$ cat src/rtl/core/assert_macros.svh
// Assertion macros for the RTL; only the translator module includes them.
`ifndef ASSERT_MACROS_SVH
`define ASSERT_MACROS_SVH

`ifndef ASSERT_OFF
`define ASSERT_ALWAYS(lbl, clk, rst, prop, msg) \
  lbl: assert property (@(posedge clk) disable iff (rst) (prop)) else $error(msg);
`define ASSERT_IMPL(lbl, clk, rst, ante, cons, msg) \
  lbl: assert property (@(posedge clk) disable iff (rst) (ante) |-> (cons)) else $error(msg);
`define ASSERT_NEXT(lbl, clk, rst, ante, cons, msg) \
  lbl: assert property (@(posedge clk) disable iff (rst) (ante) |=> (cons)) else $error(msg);
`else
`define ASSERT_ALWAYS(lbl, clk, rst, prop, msg)
`define ASSERT_IMPL(lbl, clk, rst, ante, cons, msg)
`define ASSERT_NEXT(lbl, clk, rst, ante, cons, msg)
`endif

`endif

$ cat src/rtl/core/sc2a_pkg.sv
`default_nettype none

package sc2a_pkg;

  localparam int unsigned KEYMAP_DEPTH = 128;
  localparam int unsigned ROM_FILLED   = 59;

  localparam logic [7:0] SC_LSHIFT = 8'h2A;
  localparam logic [7:0] SC_RSHIFT = 8'h36;
  localparam logic [7:0] SC_CAPS   = 8'h3A;
  localparam logic [7:0] SC_BREAK  = 8'h80;
  localparam logic [6:0] CASE_BIT  = 7'd32;

  localparam logic [6:0] PLAIN_MAP [ROM_FILLED] = '{
    7'h00, 7'h1B, 7'h31, 7'h32, 7'h33, 7'h34, 7'h35, 7'h36, 7'h37, 7'h38,
    7'h39, 7'h30, 7'h2D, 7'h3D, 7'h08,
    7'h09, 7'h71, 7'h77, 7'h65, 7'h72, 7'h74, 7'h79, 7'h75, 7'h69, 7'h6F,
    7'h70, 7'h5B, 7'h5D, 7'h0A, 7'h00,
    7'h61, 7'h73, 7'h64, 7'h66, 7'h67, 7'h68, 7'h6A, 7'h6B, 7'h6C, 7'h3B,
    7'h27, 7'h60, 7'h00, 7'h5C,
    7'h7A, 7'h78, 7'h63, 7'h76, 7'h62, 7'h6E, 7'h6D, 7'h2C, 7'h2E, 7'h2F,
    7'h00, 7'h2A, 7'h00, 7'h20, 7'h00
  };

  localparam logic [6:0] SHIFTED_MAP [ROM_FILLED] = '{
    7'h00, 7'h1B, 7'h21, 7'h40, 7'h23, 7'h24, 7'h25, 7'h5E, 7'h26, 7'h2A,
    7'h28, 7'h29, 7'h5F, 7'h2B, 7'h08,
    7'h09, 7'h51, 7'h57, 7'h45, 7'h52, 7'h54, 7'h59, 7'h55, 7'h49, 7'h4F,
    7'h50, 7'h7B, 7'h7D, 7'h0A, 7'h00,
    7'h41, 7'h53, 7'h44, 7'h46, 7'h47, 7'h48, 7'h4A, 7'h4B, 7'h4C, 7'h3A,
    7'h22, 7'h7E, 7'h00, 7'h7C,
    7'h5A, 7'h58, 7'h43, 7'h56, 7'h42, 7'h4E, 7'h4D, 7'h3C, 7'h3E, 7'h3F,
    7'h00, 7'h2A, 7'h00, 7'h20, 7'h00
  };

endpackage

`default_nettype wire

$ cat src/rtl/core/scancode_to_ascii_translator.sv
// Each accepted result is registered in the result register, or in the skid
// register while the output is stalled. Throughput: one scancode per cycle
// while the skid register is empty; the two-entry buffer takes one more input
// transfer while a result waits to be taken, then in_ready drops.
// Reset (synchronous, active high) empties the buffer and clears the shift
// and caps-lock flags.
`default_nettype none

`include "assert_macros.svh"

module scancode_to_ascii_translator #(
  parameter int unsigned KEYMAP_DEPTH = sc2a_pkg::KEYMAP_DEPTH
) (
  input  wire logic       clk,
  input  wire logic       rst,
  input  wire logic       in_valid,
  output logic            in_ready,
  input  wire logic [7:0] scan_code,
  output logic            out_valid,
  input  wire logic       out_ready,
  output logic      [6:0] ascii_char,
  output logic            char_valid
);

  logic       shift_held;
  logic       caps_active;
  logic       shift_next;
  logic       caps_next;
  logic       skid_valid;
  logic [6:0] skid_char;
  logic       skid_char_valid;
  logic [6:0] result_char;
  logic [6:0] rom_char;
  logic [5:0] rom_index;
  logic       accept;
  logic       out_free;
  logic       in_rom;

  assign in_ready = !skid_valid;
  assign accept   = in_valid && in_ready;
  assign out_free = !out_valid || out_ready;

  assign rom_index = scan_code[5:0];
  assign in_rom    = (scan_code < 8'(sc2a_pkg::ROM_FILLED)) &&
                     ({1'b0, scan_code} < 9'(KEYMAP_DEPTH));

  always_comb begin
    rom_char = shift_held ? sc2a_pkg::SHIFTED_MAP[rom_index]
                          : sc2a_pkg::PLAIN_MAP[rom_index];
    shift_next  = shift_held;
    caps_next   = caps_active;
    result_char = '0;
    if (scan_code == sc2a_pkg::SC_LSHIFT || scan_code == sc2a_pkg::SC_RSHIFT) begin
      shift_next = 1'b1;
    end else if (scan_code == (sc2a_pkg::SC_LSHIFT | sc2a_pkg::SC_BREAK) ||
                 scan_code == (sc2a_pkg::SC_RSHIFT | sc2a_pkg::SC_BREAK)) begin
      shift_next = 1'b0;
    end else if (scan_code == sc2a_pkg::SC_CAPS) begin
      caps_next = !caps_active;
    end else if ((scan_code & sc2a_pkg::SC_BREAK) == 8'h00 && in_rom) begin
      result_char = rom_char;
      if (caps_active && ((rom_char >= 7'h61 && rom_char <= 7'h7A) ||
          (!shift_held && rom_char >= 7'h41 && rom_char <= 7'h5A))) begin
        result_char = rom_char ^ sc2a_pkg::CASE_BIT;
      end
    end
  end

  always_ff @(posedge clk) begin
    if (rst) begin
      shift_held  <= 1'b0;
      caps_active <= 1'b0;
      out_valid   <= 1'b0;
      skid_valid  <= 1'b0;
    end else begin
      if (accept) begin
        shift_held  <= shift_next;
        caps_active <= caps_next;
      end
      if (out_free) begin
        if (skid_valid) begin
          out_valid  <= 1'b1;
          ascii_char <= skid_char;
          char_valid <= skid_char_valid;
          skid_valid <= 1'b0;
        end else begin
          out_valid  <= accept;
          ascii_char <= result_char;
          char_valid <= (result_char != 7'd0);
        end
      end else if (accept) begin
        skid_valid      <= 1'b1;
        skid_char       <= result_char;
        skid_char_valid <= (result_char != 7'd0);
      end
    end
  end

  `ASSERT_IMPL(a_skid_behind_out, clk, rst, skid_valid, out_valid, "skid full while output empty")
  `ASSERT_IMPL(a_char_valid_match, clk, rst, out_valid, char_valid == (ascii_char != 7'd0), "char_valid disagrees with ascii_char")
  `ASSERT_NEXT(a_caps_toggle, clk, rst, accept && scan_code == sc2a_pkg::SC_CAPS, caps_active != $past(caps_active), "caps lock did not toggle")
  `ASSERT_NEXT(a_shift_make, clk, rst, accept && scan_code == sc2a_pkg::SC_LSHIFT, shift_held, "shift make did not set shift")
  `ASSERT_NEXT(a_shift_break, clk, rst, accept && scan_code == (sc2a_pkg::SC_RSHIFT | sc2a_pkg::SC_BREAK), !shift_held, "shift break did not clear shift")

endmodule

`default_nettype wire

$ cat config.mk
export PLATFORM = sky130hd
export DESIGN_NAME = scancode_to_ascii_translator
export DESIGN_NICKNAME = d
export VERILOG_FILES = /design/src/rtl/core/sc2a_pkg.sv /design/src/rtl/core/scancode_to_ascii_translator.sv
export VERILOG_INCLUDE_DIRS = /design/src /design/src/rtl/core
export SDC_FILE = /design/constraint.sdc
export NUM_CORES = 1
export LEC_CHECK = 0
export BUFFER_PORTS_ARGS = -buffer_cell sky130_fd_sc_hd__buf_2
export CAP_MARGIN = 20
export CELL_PAD_IN_SITES_DETAIL_PLACEMENT = 2
export CELL_PAD_IN_SITES_GLOBAL_PLACEMENT = 2
export CORE_UTILIZATION = 40
export DETAILED_ROUTE_END_ITERATION = 7
export GPL_TIMING_DRIVEN = 1
export PLACE_DENSITY = 0.94
export SYNTH_ARGS = -nofsm -noshare
export SYNTH_HDL_FRONTEND = slang
export SYNTH_SLANG_ARGS = --single-unit
export TNS_END_PERCENT = 10
$ cat constraint.sdc
create_clock -name clk -period 5.4 [get_ports clk]
set_input_delay 0.27 -clock clk [delete_from_list [all_inputs] [get_ports clk]]
set_output_delay 0.27 -clock clk [all_outputs]
set_load 0.05 [all_outputs]
==> flow_metrics.env <==
export IMPL_status="completed"
export IMPL_dp_hpwl_um=5420
export IMPL_syn_avg_cell_area_um2=8.91
export IMPL_numCtsBuffers=3
export IMPL_initial_utilization_pct=41.8
export IMPL_finalClockSkew_ps=3.86
export IMPL_die_y_um=75.3
export IMPL_crit_chain="buf_2 > inv_1 > ha_1 > or2_2 > mux2i_1 > a22o_1 > a22oi_1 > o21ai_0 > a311oi_1 > xor2_1 > o31ai_2"
export IMPL_synth_top_flop_cell="edfxtp_1"
export IMPL_drive_gt1_share_pct=19.8
export IMPL_place_congestion=0.881
export IMPL_tns_ps=0
export IMPL_fp_coreArea_um2=5140
export IMPL_setup_viol=0
export IMPL_reg2reg_slack_ps=2590
export IMPL_rsz0062_at_grt="false"
export IMPL_critical_path_max_stage_delay_ps=430
export IMPL_drv_cap=0
export IMPL_cp_num_cells=11
export IMPL_max_freq_ghz=0.329
export IMPL_io_pins=22
export IMPL_synthTopCellsByCount="nor2_1 (25), edfxtp_1 (16), nand2_1 (14)"
export IMPL_slowest_stage="ha_1"
export IMPL_dp_cells=312
export IMPL_fp_dieArea_um2=5660
export IMPL_fin_util_pct=44.3
export IMPL_power_mw=0.450
export IMPL_r2r_end="ascii_char[5]"
export IMPL_p_leak_nw=0.889
export IMPL_ys_seq_elements=20
export IMPL_drt_pass1_iter_count=4
export IMPL_startpoint="scan_code[1]"
export IMPL_hold_ws_ps=200
export IMPL_crit_type="primary input to flip-flop"
export IMPL_die_w_um=75.3
export IMPL_synth_edf_count=16
export IMPL_fin_crit_sh_pct=56.3
export IMPL_ys_seq_area_share_pct=26.1
export IMPL_cts_max_level=1
export IMPL_endpoint_kind="flip-flop"
export IMPL_synthToLayoutAreaGrowth_pct=5.94
export IMPL_worst_slew_pin_transition_ps=838
export IMPL_grt_overflow_total=0
export IMPL_grt_usage_pct=27.0
export IMPL_maxSlewHeadroom_pct=44.1
export IMPL_critical_path_required_ps=5400
export IMPL_synth_top_area_share_pct=22.4
export IMPL_async_flop_share_pct=0
export IMPL_maxSlewViolCount=0
export IMPL_wirelength_um=7260
export IMPL_start_kind="primary input"
export IMPL_grt_pass1_wl_um=11100
export IMPL_cts_tree="built"
export IMPL_cp_arrival_ps=3040
export IMPL_drc_errors=0
export IMPL_cts_resized_gates=0
export IMPL_cts_sinks=20
export IMPL_synth_most_common_cell="nor2_1"
export IMPL_grt_start_max_net_pins=49
export IMPL_crit_fanout=14
export IMPL_cp_buffers_inverters=2
export IMPL_root_buffer="clkbuf_8"
export IMPL_io_buffers=21
export IMPL_ant_nets=0
export IMPL_vias=1998
export IMPL_crit_end="ascii_char[5]"
export IMPL_wire_per_inst_um=22.8
export IMPL_syn_area_um2=2150
export IMPL_ir_drop_uv=89.9
export IMPL_syn_num_nets=266
export IMPL_synth_cell_type_count=62
export IMPL_yosys_warnings=0
export IMPL_viasPerCell=6.28
export IMPL_worstReg2RegStart="shift_held"
export IMPL_diodes=0
export IMPL_synthTopCellsByArea="edfxtp_1 (22%), ha_1 (7.6%), nor2_1 (4.4%)"
export IMPL_grt_pass1_vias=2094
export IMPL_period_minus_slack_ps=3040
export IMPL_rr_worst_depth=8
export IMPL_synth_top_area_cell="edfxtp_1"
export IMPL_path_clk_slew_ps=80
export IMPL_n_fill_cell=616
export IMPL_critPathTopFamily="compound AO/OA/AOI/OAI gates"
export IMPL_cts_max_path_buffers=2
export IMPL_final_cells=318
export IMPL_syn_instance_count=241
export IMPL_drtIter0Drc=101
export IMPL_holdBufCountCts=0
export IMPL_clk_latency_ps=270
export IMPL_antenna_found_initial=0
export IMPL_min_path_type="primary input to flip-flop"
export IMPL_final_hold_viol_count=0
export IMPL_core_rowCount=26
export IMPL_cts_setup_buffers=0
export IMPL_powerDensity_nw_per_um2=198
export IMPL_fin_nets=274
[per-stage QoR]
step	setup slack (ps)	area [um^2]
after detailed placement	2070	2210
after global routing	2220	2270
final	2360	2270
after CTS	2350	2260
after global placement	2240	2210
after floorplan	2720	2150
[cell families (layout without fill, tap and decap cells)]
| group | after synthesis | in the layout | share of synthesized area [%] |
|---|---|---|---|
| simple gates | 92 | 92 | 22.6 |
| compound gates | 65 | 65 | 24.1 |
| buf+inv | 31 | 38 | 8.10 |
| flops | 20 | 20 | 26.1 |
| mux | 18 | 18 | 10.7 |
| fa+ha+maj | 13 | 13 | 7.58 |
| xor+xnor | 2 | 2 | 0.816 |
[how the worst min path moves through the flow]
| stage | startpoint | end | slack (ps) | depth (start not counted) |
|---|---|---|---|---|
| final | scan_code[7] | shift_held | 200 | 2 |
| after global routing | scan_code[7] | shift_held | 210 | 2 |
| after CTS | scan_code[7] | shift_held | 200 | 2 |
| after detailed placement | scan_code[7] | shift_held | 490 | 2 |
| after global placement | scan_code[7] | shift_held | 470 | 2 |
| after floorplan | rst | out_valid | 340 | 1 |
[final cells by class]
cell class / count / area (um^2) / share of cell area (%)
Inverter: 11 / 41.3 / 1.82
Timing Repair Buffer: 23 / 118 / 5.17
Multi-Input combinational cell: 190 / 1410 / 62.1
Clock buffer: 4 / 55.1 / 2.42
Tap cell: 70 / 87.6 / 3.85
Sequential cell: 20 / 561 / 24.6
[layer usage]
| metal | vias up | global-route usage, % | part of all wire [%] |
|---|---|---|---|
| met5 | - | 0 | 0 |
| met4 | 0 | 11.1 | 2.6 |
| met3 | 18 | 1.61 | 2.4 |
| met2 | 51 | 48.9 | 52 |
| met1 | 1010 | 33.2 | 43 |
| li1 | 919 | - | - |
[report_power, final]
group          switching, mW  total (mW)  internal [mW]
Sequential           0.00256       0.176          0.173
Clock                 0.0539       0.119         0.0652
Combinational          0.104       0.155         0.0519
Total                  0.160       0.450          0.290
[registers in the layout, summed over array words and instances, names as in the netlist]
| signal | count |
|---|---|
| skid_char | 7 |
| skid_valid | 1 |
| ascii_char | 7 |
| caps_active | 1 |
| char_valid | 1 |
| out_valid | 1 |
| skid_char_valid | 1 |
| shift_held | 1 |
[cell usage in the layout (no fill, tap or decap), types with 3 or more instances in the layout]
master and count:
ha_1 13, a31oi_1 3, a22oi_1 3, inv_1 9
mux2_2 6, a311oi_1 3, nor3b_1 3, mux4_2 3
nand2b_1 11, nor2_1 25, dfxtp_1 4, nand2_1 14
o31ai_1 7, a22o_1 3, edfxtp_1 16, o221ai_1 5
and2_1 5, o21ai_0 6, o211ai_1 4, nand3_1 5
nor3_1 10, a21oi_1 7, mux2i_1 8, nor2b_1 6
clkbuf_8 4, buf_2 22
Note: power is estimated with default switching activity, not from simulation.
